--- config.mk ---
export PLATFORM = sky130hd
export DESIGN_NAME = sha256_stream_hasher
export DESIGN_NICKNAME = d
export VERILOG_FILES = /design/src/hdl/shs_pkg.sv /design/src/hdl/shs_sched.sv /design/src/hdl/shs_round.sv /design/src/hdl/sha256_stream_hasher.sv
export VERILOG_INCLUDE_DIRS = /design/src /design/src/hdl
export SDC_FILE = /design/constraint.sdc
export NUM_CORES = 2
export LEC_CHECK = 0
export BUFFER_PORTS_ARGS = -buffer_cell sky130_fd_sc_hd__buf_2
export CORE_ASPECT_RATIO = 0.5
export CORE_MARGIN = 2
export CORE_UTILIZATION = 54
export CTS_CLUSTER_DIAMETER = 120
export DETAILED_ROUTE_END_ITERATION = 16
export GPL_TIMING_DRIVEN = 0
export PLACE_DENSITY_LB_ADDON = 0.1
export SETUP_SLACK_MARGIN = 0.3
export SLEW_MARGIN = 10
export SYNTH_ARGS = -nofsm -noshare
export SYNTH_HDL_FRONTEND = slang
export SYNTH_SLANG_ARGS = --single-unit
--- constraint.sdc ---
create_clock -name clk -period 24.3 [get_ports clk]
set_clock_uncertainty 0.2 [all_clocks]
set_input_delay 4.86 -clock clk [delete_from_list [all_inputs] [get_ports clk]]
set_output_delay 4.86 -clock clk [all_outputs]
set_load 0.02 [all_outputs]
--- src/hdl/sha256_stream_hasher_defines.svh ---
// Assertion macros for the SHA-256 stream hasher.
// Synthesis builds define SYNTH, which turns every use into nothing.
`ifndef SHA256_STREAM_HASHER_DEFINES_SVH
`define SHA256_STREAM_HASHER_DEFINES_SVH

`ifndef SYNTH

// Consequent checked in the same cycle as the antecedent.
`define SHS_ASSERT_SAME(lbl, clk_s, rst_s, ante, cons) \
  lbl: assert property (@(posedge clk_s) disable iff (rst_s) (ante) |-> (cons)) \
    else $error("shs assertion failed");

// Consequent checked in the cycle after the antecedent.
`define SHS_ASSERT_NEXT(lbl, clk_s, rst_s, ante, cons) \
  lbl: assert property (@(posedge clk_s) disable iff (rst_s) (ante) |=> (cons)) \
    else $error("shs assertion failed");

`else

`define SHS_ASSERT_SAME(lbl, clk_s, rst_s, ante, cons)
`define SHS_ASSERT_NEXT(lbl, clk_s, rst_s, ante, cons)

`endif

`endif

--- src/hdl/shs_pkg.sv ---
`timescale 1ns / 1ps

package shs_pkg;

  localparam logic [1:0] KIND_START  = 2'd0;
  localparam logic [1:0] KIND_DATA   = 2'd1;
  localparam logic [1:0] KIND_FINISH = 2'd2;

  localparam logic [7:0] PAD_MARK   = 8'h80;
  localparam logic [5:0] LEN_OFFSET = 6'd56;
  localparam logic [5:0] LAST_BYTE  = 6'd63;
  localparam logic [5:0] LAST_ROUND = 6'd63;
  localparam logic [2:0] LAST_WORD  = 3'd7;

  localparam logic [31:0] INIT_WORDS [8] = '{
    32'h6a09e667, 32'hbb67ae85, 32'h3c6ef372, 32'ha54ff53a,
    32'h510e527f, 32'h9b05688c, 32'h1f83d9ab, 32'h5be0cd19
  };

  localparam logic [31:0] ROUND_K [64] = '{
    32'h428a2f98, 32'h71374491, 32'hb5c0fbcf, 32'he9b5dba5,
    32'h3956c25b, 32'h59f111f1, 32'h923f82a4, 32'hab1c5ed5,
    32'hd807aa98, 32'h12835b01, 32'h243185be, 32'h550c7dc3,
    32'h72be5d74, 32'h80deb1fe, 32'h9bdc06a7, 32'hc19bf174,
    32'he49b69c1, 32'hefbe4786, 32'h0fc19dc6, 32'h240ca1cc,
    32'h2de92c6f, 32'h4a7484aa, 32'h5cb0a9dc, 32'h76f988da,
    32'h983e5152, 32'ha831c66d, 32'hb00327c8, 32'hbf597fc7,
    32'hc6e00bf3, 32'hd5a79147, 32'h06ca6351, 32'h14292967,
    32'h27b70a85, 32'h2e1b2138, 32'h4d2c6dfc, 32'h53380d13,
    32'h650a7354, 32'h766a0abb, 32'h81c2c92e, 32'h92722c85,
    32'ha2bfe8a1, 32'ha81a664b, 32'hc24b8b70, 32'hc76c51a3,
    32'hd192e819, 32'hd6990624, 32'hf40e3585, 32'h106aa070,
    32'h19a4c116, 32'h1e376c08, 32'h2748774c, 32'h34b0bcb5,
    32'h391c0cb3, 32'h4ed8aa4a, 32'h5b9cca4f, 32'h682e6ff3,
    32'h748f82ee, 32'h78a5636f, 32'h84c87814, 32'h8cc70208,
    32'h90befffa, 32'ha4506ceb, 32'hbef9a3f7, 32'hc67178f2
  };

  // Strobes from the sequencer to the schedule and round units.
  typedef struct packed {
    logic shift_byte;  // push one byte into the block window
    logic step;        // run one compression round
    logic load_work;   // copy chaining value into working vars
    logic add_cv;      // fold working vars into chaining value
    logic init_cv;     // reload initial hash words
  } shs_ctrl_t;

  function automatic logic [31:0] big_sigma0(input logic [31:0] x);
    big_sigma0 = {x[1:0], x[31:2]} ^ {x[12:0], x[31:13]} ^ {x[21:0], x[31:22]};
  endfunction

  function automatic logic [31:0] big_sigma1(input logic [31:0] x);
    big_sigma1 = {x[5:0], x[31:6]} ^ {x[10:0], x[31:11]} ^ {x[24:0], x[31:25]};
  endfunction

  function automatic logic [31:0] small_sigma0(input logic [31:0] x);
    small_sigma0 = {x[6:0], x[31:7]} ^ {x[17:0], x[31:18]} ^ {3'b000, x[31:3]};
  endfunction

  function automatic logic [31:0] small_sigma1(input logic [31:0] x);
    small_sigma1 = {x[16:0], x[31:17]} ^ {x[18:0], x[31:19]} ^ {10'd0, x[31:10]};
  endfunction

endpackage

--- src/hdl/shs_sched.sv ---
`timescale 1ns / 1ps

// 16-word window: bytes shift in big-endian while filling,
// then words shift out one per round with the expanded word appended.
module shs_sched (
  input  logic              clk,
  input  shs_pkg::shs_ctrl_t ctrl,
  input  logic [7:0]        byte_val,
  output logic [31:0]       w_cur
);
  import shs_pkg::*;

  logic [511:0] win;
  logic [31:0]  w_new;

  // word k of the window sits at win[511-32k -: 32]
  assign w_cur = win[511:480];
  assign w_new = small_sigma1(win[63:32]) + win[223:192]
               + small_sigma0(win[479:448]) + win[511:480];

  always_ff @(posedge clk) begin
    if (ctrl.shift_byte) begin
      win <= {win[503:0], byte_val};
    end else if (ctrl.step) begin
      win <= {win[479:0], w_new};
    end
  end

endmodule

--- src/hdl/shs_round.sv ---
`timescale 1ns / 1ps

// Working variables a..h, one round per step, and the chaining value.
module shs_round (
  input  logic               clk,
  input  logic               rst,
  input  shs_pkg::shs_ctrl_t ctrl,
  input  logic [31:0]        w_cur,
  input  logic [5:0]         round,
  output logic [7:0][31:0]   cv
);
  import shs_pkg::*;

  logic [7:0][31:0] work;  // work[0] = a ... work[7] = h
  logic [31:0]      t1;
  logic [31:0]      t2;

  always_comb begin
    t1 = work[7] + big_sigma1(work[4])
       + ((work[4] & work[5]) ^ (~work[4] & work[6]))
       + ROUND_K[round] + w_cur;
    t2 = big_sigma0(work[0])
       + ((work[0] & work[1]) ^ (work[0] & work[2]) ^ (work[1] & work[2]));
  end

  always_ff @(posedge clk) begin
    if (ctrl.load_work) begin
      work <= cv;
    end else if (ctrl.step) begin
      work[7] <= work[6];
      work[6] <= work[5];
      work[5] <= work[4];
      work[4] <= work[3] + t1;
      work[3] <= work[2];
      work[2] <= work[1];
      work[1] <= work[0];
      work[0] <= t1 + t2;
    end
  end

  always_ff @(posedge clk) begin
    if (rst || ctrl.init_cv) begin
      for (int i = 0; i < 8; i++) begin
        cv[i] <= INIT_WORDS[i];
      end
    end else if (ctrl.add_cv) begin
      for (int i = 0; i < 8; i++) begin
        cv[i] <= cv[i] + work[i];
      end
    end
  end

endmodule

--- src/hdl/sha256_stream_hasher.sv ---
// SHA-256 over a byte stream, one input word per byte. A start word reloads the
// initial hash and clears the counts; a data word adds one byte; a finish word
// pads the message, compresses the last block(s) and returns the digest as eight
// 32-bit words, word_index 0 (most significant) through 7, last set on word 7.
// A data or finish word after the digest has been produced returns one word with
// status 1, digest_word 0, word_index 0 and last 1, and changes nothing; a kind
// of 3 is taken and ignored. Data bytes are taken while the block is idle, and
// the byte that completes a 64-byte block starts a compression: 64 rounds on
// the single round unit, then a fold into the chaining value, and no further
// byte is taken until that is done. A finish pushes padding through the same
// byte path at one byte per cycle (9 to 72 pad bytes) with one or two
// compressions, then offers one digest word per cycle as the consumer takes
// them. item_ready is low throughout that work.
`timescale 1ns / 1ps
`include "sha256_stream_hasher_defines.svh"

module sha256_stream_hasher (
  input  logic        clk,
  input  logic        rst,
  input  logic        item_valid,
  output logic        item_ready,
  input  logic [1:0]  kind,
  input  logic [7:0]  data_byte,
  output logic        result_valid,
  input  logic        result_ready,
  output logic        status,
  output logic [31:0] digest_word,
  output logic [2:0]  word_index,
  output logic        last
);
  import shs_pkg::*;

  typedef enum logic [4:0] {
    ST_IDLE     = 5'b00001,
    ST_PAD      = 5'b00010,
    ST_COMPRESS = 5'b00100,
    ST_ADD      = 5'b01000,
    ST_EMIT     = 5'b10000
  } state_t;

  state_t           state;
  logic [5:0]       fill;        // bytes held in the current block
  logic [63:0]      msg_bytes;   // wraps mod 2^64
  logic             finished;
  logic [5:0]       round;
  logic             pad_first;   // 0x80 marker still to go
  logic             len_phase;   // emitting the length field
  logic             pad_active;  // a finish is in progress
  logic             final_blk;   // block under compression carries the length
  logic [63:0]      len_shift;   // bit length, top byte goes next
  logic [2:0]       emit_idx;
  logic             accept;
  logic             out_free;
  logic             out_load;    // output register takes a new word this cycle
  logic [7:0]       byte_val;
  logic [31:0]      w_cur;
  logic [7:0][31:0] cv;
  shs_ctrl_t        ctrl;

  assign out_free   = !result_valid || result_ready;
  assign item_ready = (state == ST_IDLE) && out_free;
  assign accept     = item_valid && item_ready;
  assign out_load   = (accept && finished && ((kind == KIND_DATA) || (kind == KIND_FINISH)))
                    || ((state == ST_EMIT) && out_free);

  // Sequencer strobes and the byte fed into the block window
  always_comb begin
    ctrl     = '0;
    byte_val = data_byte;
    case (state)
      ST_IDLE: begin
        if (accept && (kind == KIND_START)) begin
          ctrl.init_cv = 1'b1;
        end
        if (accept && (kind == KIND_DATA) && !finished) begin
          ctrl.shift_byte = 1'b1;
          ctrl.load_work  = (fill == LAST_BYTE);
        end
      end
      ST_PAD: begin
        ctrl.shift_byte = 1'b1;
        ctrl.load_work  = (fill == LAST_BYTE);
        if (pad_first) begin
          byte_val = PAD_MARK;
        end else if (len_phase || (fill == LEN_OFFSET)) begin
          byte_val = len_shift[63:56];
        end else begin
          byte_val = 8'h00;
        end
      end
      ST_COMPRESS: begin
        ctrl.step = 1'b1;
      end
      ST_ADD: begin
        ctrl.add_cv = 1'b1;
      end
      default: begin
      end
    endcase
  end

  always_ff @(posedge clk) begin
    if (rst) begin
      state        <= ST_IDLE;
      fill         <= '0;
      msg_bytes    <= '0;
      finished     <= 1'b0;
      round        <= '0;
      pad_first    <= 1'b0;
      len_phase    <= 1'b0;
      pad_active   <= 1'b0;
      final_blk    <= 1'b0;
      emit_idx     <= '0;
      result_valid <= 1'b0;
    end else begin
      if (out_load) begin
        result_valid <= 1'b1;
      end else if (result_valid && result_ready) begin
        result_valid <= 1'b0;
      end
      case (state)
        ST_IDLE: begin
          if (accept) begin
            case (kind)
              KIND_START: begin
                fill      <= '0;
                msg_bytes <= '0;
                finished  <= 1'b0;
              end
              KIND_DATA, KIND_FINISH: begin
                if (finished) begin
                  // rejection: single word, state untouched
                  status       <= 1'b1;
                  digest_word  <= '0;
                  word_index   <= '0;
                  last         <= 1'b1;
                end else if (kind == KIND_DATA) begin
                  fill      <= fill + 6'd1;
                  msg_bytes <= msg_bytes + 64'd1;
                  if (fill == LAST_BYTE) begin
                    state     <= ST_COMPRESS;
                    round     <= '0;
                    final_blk <= 1'b0;
                  end
                end else begin
                  state      <= ST_PAD;
                  pad_first  <= 1'b1;
                  len_phase  <= 1'b0;
                  pad_active <= 1'b1;
                  len_shift  <= {msg_bytes[60:0], 3'b000};
                end
              end
              default: begin
              end
            endcase
          end
        end
        ST_PAD: begin
          pad_first <= 1'b0;
          fill      <= fill + 6'd1;
          if (!pad_first && (len_phase || (fill == LEN_OFFSET))) begin
            len_phase <= 1'b1;
            len_shift <= {len_shift[55:0], 8'h00};
          end
          if (fill == LAST_BYTE) begin
            state     <= ST_COMPRESS;
            round     <= '0;
            final_blk <= len_phase;
          end
        end
        ST_COMPRESS: begin
          round <= round + 6'd1;
          if (round == LAST_ROUND) begin
            state <= ST_ADD;
          end
        end
        ST_ADD: begin
          if (final_blk) begin
            state      <= ST_EMIT;
            emit_idx   <= '0;
            finished   <= 1'b1;
            pad_active <= 1'b0;
            len_phase  <= 1'b0;
          end else if (pad_active) begin
            state <= ST_PAD;
          end else begin
            state <= ST_IDLE;
          end
        end
        ST_EMIT: begin
          if (out_free) begin
            status       <= 1'b0;
            digest_word  <= cv[emit_idx];
            word_index   <= emit_idx;
            last         <= (emit_idx == LAST_WORD);
            emit_idx     <= emit_idx + 3'd1;
            if (emit_idx == LAST_WORD) begin
              state <= ST_IDLE;
            end
          end
        end
        default: begin
          state <= ST_IDLE;
        end
      endcase
    end
  end

  shs_sched u_sched (
    .clk      (clk),
    .ctrl     (ctrl),
    .byte_val (byte_val),
    .w_cur    (w_cur)
  );

  shs_round u_round (
    .clk   (clk),
    .rst   (rst),
    .ctrl  (ctrl),
    .w_cur (w_cur),
    .round (round),
    .cv    (cv)
  );

  // Compression leaves the last round (63) for the add state.
  `SHS_ASSERT_NEXT(a_round_to_add, clk, rst,
    (state == ST_COMPRESS) && (round == LAST_ROUND), state == ST_ADD)
  // A digest word only goes out for a finished message.
  `SHS_ASSERT_SAME(a_digest_finished, clk, rst, result_valid && !status, finished)
  // The 64th data byte starts a compression at round 0.
  `SHS_ASSERT_NEXT(a_block_full, clk, rst,
    accept && (kind == KIND_DATA) && !finished && (fill == LAST_BYTE),
    (state == ST_COMPRESS) && (round == 6'd0))

endmodule

# Word level (Yosys, flattened, before mapping)
# Memory sizes are Yosys's and may differ from the RTL's.
# Index checks and enable logic that the tools add are counted.
[op_classes]
addsub = 22
n_lt_le_gt_ge = 2
n_eq_ne = 30
mux = 96
bitwise_logic = 19
reduce_logical = 42
[op_table]
columns = ["op", "n"]
rows = [
  ["512-bit two-way mux", 2],
  ["32-bit adder", 18],
  ["256-bit two-way mux", 2],
  ["64-bit two-way mux", 7],
  ["32-bit bitwise XOR", 9],
  ["64-bit one-hot mux with 2 select lines", 2],
  ["32-bit two-way mux", 7],
  ["32-bit AND", 5],
  ["32-bit binary-select mux with 3-bit select", 1],
  ["64-bit by 1-bit adder with 64-bit output, second input constant", 1],
  ["32-bit one-hot mux with 2 select lines", 1],
  ["6-bit two-way mux", 8],
  ["5-bit two-way mux", 9],
  ["1-bit two-way mux", 32],
  ["32-bit NOT", 1],
  ["32-bit by 22-bit bitwise XOR with 32-bit output", 1],
  ["32-bit by 29-bit bitwise XOR with 32-bit output", 1],
  ["5-bit one-hot mux with 5 select lines", 1],
  ["8-bit two-way mux", 3],
  ["6-bit one-hot mux with 2 select lines", 2],
  ["2-bit != test, second input constant", 11],
  ["7-bit AND reduction", 3],
  ["5-bit AND reduction", 4],
  ["6-bit equality test, second input constant", 3],
  ["33 further kinds", 77],
]
[word_totals]
register_bits = 1215
romBits = 2048
input_bits = 14
output_inout_bits = 39
wordCells = 245
n_memories = 1
[memory_table]
columns = ["memory", "depth", "width", "read_ports", "rd_clocked_by_memory_dff", "write_ports", "line", "rtl"]
rows = [
  ["(name not given)", 64, 32, 1, 0, 0, "shs_round.sv:21", "+ ROUND_K[round] + w_cur;"],
]

# Logic depth before layout (Yosys ltp)
[logic_depth]
ltp_word = 9
depth_mapped = 41
mapped_depth_nobuf = 36

# Hierarchy
# A second synthesis with hierarchy kept.
[hier_totals]
hier_cells = 7521
hier_area_um2 = 79530.0
[modules_own_cells]
columns = ["module", "n_inst", "cells_per_inst", "area_per_inst_um2", "seq_area_each_um2"]
rows = [
  ["shs_round", 1, 4806, 43267.7, 12812.3],
  ["shs_sched", 1, 1676, 25893.6, 15374.7],
  ["sha256_stream_hasher", 1, 1039, 10368.7, 4684.5],
]

# Least setup slack after synthesis
# OpenSTA, ideal clock, no wires.
[synth_path]
path_kind = "input -> register"
startpoint = "input port result_ready"
endpoint = "register u_sched.win[0] (enable)"
setup_ns = 3.677
arrival_ns = 14.723
required_time_ns = 20.423
setup_slack_ns = 5.700
cell_stages = 8
n_path_buf = 4
path_cell_list = "nand2b_1 -> and3_1 -> clkbuf_1 -> a21oi_1 -> clkbuf_1 -> clkbuf_1 -> clkbuf_1 -> nand2_1"
[synth_via]
elab_chain_len = 8
[synth_rtl]
columns = ["element", "line", "rtl"]
rows = [
  ["start, declared", "sha256_stream_hasher.sv:25", "input logic result_ready,"],
  ["1-bit logical OR", "sha256_stream_hasher.sv:60", "assign out_free = !result_valid || result_ready;"],
  ["1-bit logical AND", "sha256_stream_hasher.sv:61", "assign item_ready = (state == ST_IDLE) && out_free;"],
  ["1-bit logical AND", "sha256_stream_hasher.sv:62", "assign accept = item_valid && item_ready;"],
  ["1-bit logical AND (2 in series)", "sha256_stream_hasher.sv:75", "if (accept && (kind == KIND_DATA) && !finished) begin"],
  ["1-bit two-way mux", "sha256_stream_hasher.sv:75", ""],
  ["1-bit one-hot mux with 2 select lines", "sha256_stream_hasher.sv:70", "case (state)"],
  ["2-bit nonzero test (no line)", "-", ""],
  ["end signal, assigned", "shs_sched.sv:23", "win <= {win[503:0], byte_val};"],
  ["end signal, assigned", "shs_sched.sv:25", "win <= {win[479:0], w_new};"],
  ["end, declared", "shs_sched.sv:13", "logic [511:0] win;"],
]
# Every way passes these cells.
# A chain may end at the register's enable or synchronous reset.

# Worst setup path in the final report
[layout_path]
startpoint = "register round[2]"
endpoint = "register u_round.work[31] (netlist name), data pin"
[layout_via]
elab_chain_len = 9
[layout_rtl]
columns = ["element", "line", "rtl"]
rows = [
  ["start, declared", "sha256_stream_hasher.sv:45", "logic [5:0] round;"],
  ["start signal, assigned", "sha256_stream_hasher.sv:172", "round <= round + 6'd1;"],
  ["6-bit NOT with 7-bit output (not written as such)", "shs_round.sv:21", ""],
  ["memory 64 x 32 bit", "-", ""],
  ["32-bit two-way mux (not written as such) (2 in series)", "shs_round.sv:21", ""],
  ["32-bit adder (2 in series)", "shs_round.sv:21", ""],
  ["32-bit adder", "shs_round.sv:37", "work[0] <= t1 + t2;"],
  ["256-bit two-way mux", "shs_round.sv:29", "end else if (ctrl.step) begin"],
  ["256-bit two-way mux", "shs_round.sv:27", "if (ctrl.load_work) begin"],
  ["end signal, assigned", "shs_round.sv:28", "work <= cv;"],
  ["end, declared", "shs_round.sv:14", "logic [7:0][31:0] work;"],
]
# Every way passes these cells. The select of a mux whose other input is x is not followed.

==> flow_summary.yaml <==
power_and_ir_drop:
  internal-power_mw: 5.347
  peakVddDrop_uv: 99.21
  clock_power_share_pct: 22.0
  p_sw_mw: 3.650
  p_comb_share_pct: 46.1
  power_leakage_nw: 34.68
  power.density_nw_per_um2: 105.5
  pwr-share-seq_pct: 31.9
  switching_share_pct: 40.57
layout:
  final_util_pct: 59.57
  nFillCells: 12880
  drive_gt1_share_pct: 4.548
  finalNetCount: 9523
  fin_area_sq_um: 85310
  syn2layout_area_growth_pct: 9.299
  regArea_sq_um: 32870
  multi_input_area_sq_um: 42380
global_routing:
  globalRouteOverflowTotal: 0
  grt_pass1_vias: 62910
  grt_max_degree: 63
  grt_first_pass_wirelength_mm: 420.3
  track_usage_pct: 39.08
  antenna_found_initial: 13
worst_setup_path:
  endpoint_kind: "flip-flop"
  crit_slowest_cell: "clkbuf_1"
  required_ns: 24.59
  critPathMaxStageDelay_ns: 0.81
  crit_fanout: 16
  start_kind: "flip-flop"
  crit_type: "reg2reg"
  cp.arrival_ns: 12.37
floorplanning:
  rows: 98
  core_area_sq_um: 143200
  die_w_um: 541.7
  start_util_pct: 54.50
  die_h_um: 272.8
  dieArea_sq_um: 147800
  io_pins: 53
logic_synthesis:
  synth.yosys.warnings: 0
  synthFlopType: "edfxtp_1"
  ys_ff_latch: 1209
  avgSynthCellArea_sq_um: 8.948
  ys_seq_area_share_pct: 42.11
  synth_nets: 9332
  synth_edf_count: 866
  synth_area_leaders: "edfxtp_1 (33%), nand2_1 (14%), dfxtp_1 (8.8%)"
  postSynthCellCount: 8723
  synth.largest_area_cell: "edfxtp_1"
  synth.distinct_cells: 94
  synth_top_cell_area_share_pct: 33.32
  syn-cell-area_sq_um: 78050
  async_flop_share_pct: 0
detailed_routing:
  drc: 0
  drt_iter0_drc: 8656
  dr.pass1.iters: 7
  vias_per_cell: 6.143
  totalWireLength_mm: 294.2
  dr_total_vias: 67070
  drtAntennaViolNets: 0
  routedWlPerCell_um: 26.95
clocking:
  insertion_delay_ns: 0.79
  hold_buffers: 0
  cts_tree: "built"
  cts_setup_buffers: 0
  h-tree-depth: 3
  clock-sinks: 1209
  root_buffer: "clkbuf_16"
  cts_max_path_buffers: 3
  cts_resized: 0
  cts_buffers: 115
  path_clk_slew_ns: 0.07
timing:
  fmax_ghz: 0.08282
  fin_hold_ws_ns: 0.2956
  rsz0062_at_grt: "false"
  min_period_over_period_pct: 49.69
  worst_slew_pin_slew_ns: 1.460
  setup_ws_ns: 12.23
  finalMaxSlewViolations: 0
  hold_viol_final: 0
  finalSetupViolations: 0
  layout_min_cycle_time_ns: 12.07
  relSlewSlack_pct: 2.664
placement:
  dpl_cell_area_sq_um: 81260
  hpwl_mm: 227.1
  place_ws_ns: 12.67
  finalWeightedCongestion: 1.051
  port_buffers: 51
min_path:
  hp-class: "reg2reg"
run:
  max_cap_violations: 0
status:
  status: "completed"
-- power by group through the flow --
stage / Combinational [mW] / Clock, mW / Sequential (mW)
detailed placement: 4.05 / 0 / 2.90
finish: 4.15 / 1.98 / 2.87
global route: 4.54 / 2.05 / 2.88
floorplan: 2.91 / 0 / 2.93
global placement: 3.95 / 0 / 3.07
CTS: 4.06 / 1.98 / 2.86
-- through the flow --
| stage | setup TNS [ns] | instances | power (mW) |
|---|---|---|---|
| global route | 0 | 10910 | 9.473 |
| CTS | 0 | 10910 | 8.899 |
| detailed placement | 0 | 10700 | 6.948 |
| global placement | -591.25 | 10670 | 7.025 |
| floorplan | 0 | 8723 | 5.840 |
| finish | 0 | 10920 | 8.997 |
-- layout make-up --
cell class	instances	area share [%]
Timing Repair Buffer	74	0.9064
Buffer	493	2.213
Inverter	267	1.175
Clock inverter	69	1.059
Sequential cell	1209	38.53
Tap cell	1900	2.787
Antenna cell	5	0.01467
Multi-Input combinational cell	6754	49.68
Clock buffer	148	3.636
-- cell families (layout without fill, tap and decap cells) --
kind of cell,Yosys count,count (layout),share of synthesized area [%]
and+or+nand+nor,3776,3776,19.92
AOI/OAI and AO/OA,1643,1643,13.19
DFF,1209,1209,42.11
buffers and inverters,760,1051,3.655
adders and majority gates,617,617,11.70
xor gates and xnor gates,605,605,6.789
muxes,113,113,2.634
other,0,5,0
-- layer usage --
metal	GRT usage (%)	up-vias	share of wire, %
met5	0	-	0.026
met4	17.77	12	5.2
met3	9.685	684	12
met2	58.76	3641	42
met1	53.44	32260	41
li1	-	30480	-
-- synth_stat cells, drive strengths merged (69+ instances only) --
library cell and instances:
nand3 128, o211ai 107, a21oi 513, inv 266
nor3 88, mux4 72, o21ai 387, xnor2 388
fa 195, xor2 217, ha 400, clkbuf 448
nand2 2818, edfxtp 866, nor2 363, a21o 180
a211oi 84, dfxtp 343, nand2b 69
-- flip-flops by register name, indices dropped and copies added, names as in the netlist, 3 cells and up --
name          count
u_sched.win     512
u_round.cv      256
u_round.work    256
len_shift        61
msg_bytes        61
digest_word      32
fill              6
round             6
state             5
emit_idx          3
word_index        3
-- worst max-delay path, delay by kind of cell, from the launching register on --
family / cells / cell delay (ns)
adders and majority gates: 7 / 3.14
and+or+nand+nor: 4 / 0.80
DFF: 1 / 0.42
buffers and inverters: 10 / 2.85
AOI/OAI and AO/OA: 14 / 3.70
xor gates and xnor gates: 2 / 0.67
-- final timing paths --
path | depth (start not counted) | end | start | slack [ns]
max | 37 | u_round.work[31]$_DFFE_PP_ | round[2]$_SDFFE_PP0P_ | 12.23
min | 2 | u_round.cv[255]$_SDFFE_PP0P_ | u_round.cv[255]$_SDFFE_PP0P_ | 0.30
max reg2reg | 37 | u_round.work[31]$_DFFE_PP_ | round[2]$_SDFFE_PP0P_ | 12.23
min reg2reg | 2 | u_round.cv[255]$_SDFFE_PP0P_ | u_round.cv[255]$_SDFFE_PP0P_ | 0.30
-- layout by cell type (no fill, tap or decap), types with 264 or more instances in the layout --
| cell type | instances |
|---|---|
| xnor2_1 | 388 |
| dfxtp_1 | 343 |
| o21ai_0 | 283 |
| inv_1 | 264 |
| a21oi_1 | 511 |
| edfxtp_1 | 866 |
| nand2_1 | 2816 |
| clkbuf_1 | 443 |
| ha_1 | 400 |
| nor2_1 | 362 |
Note: power is estimated with default switching activity, not from simulation.
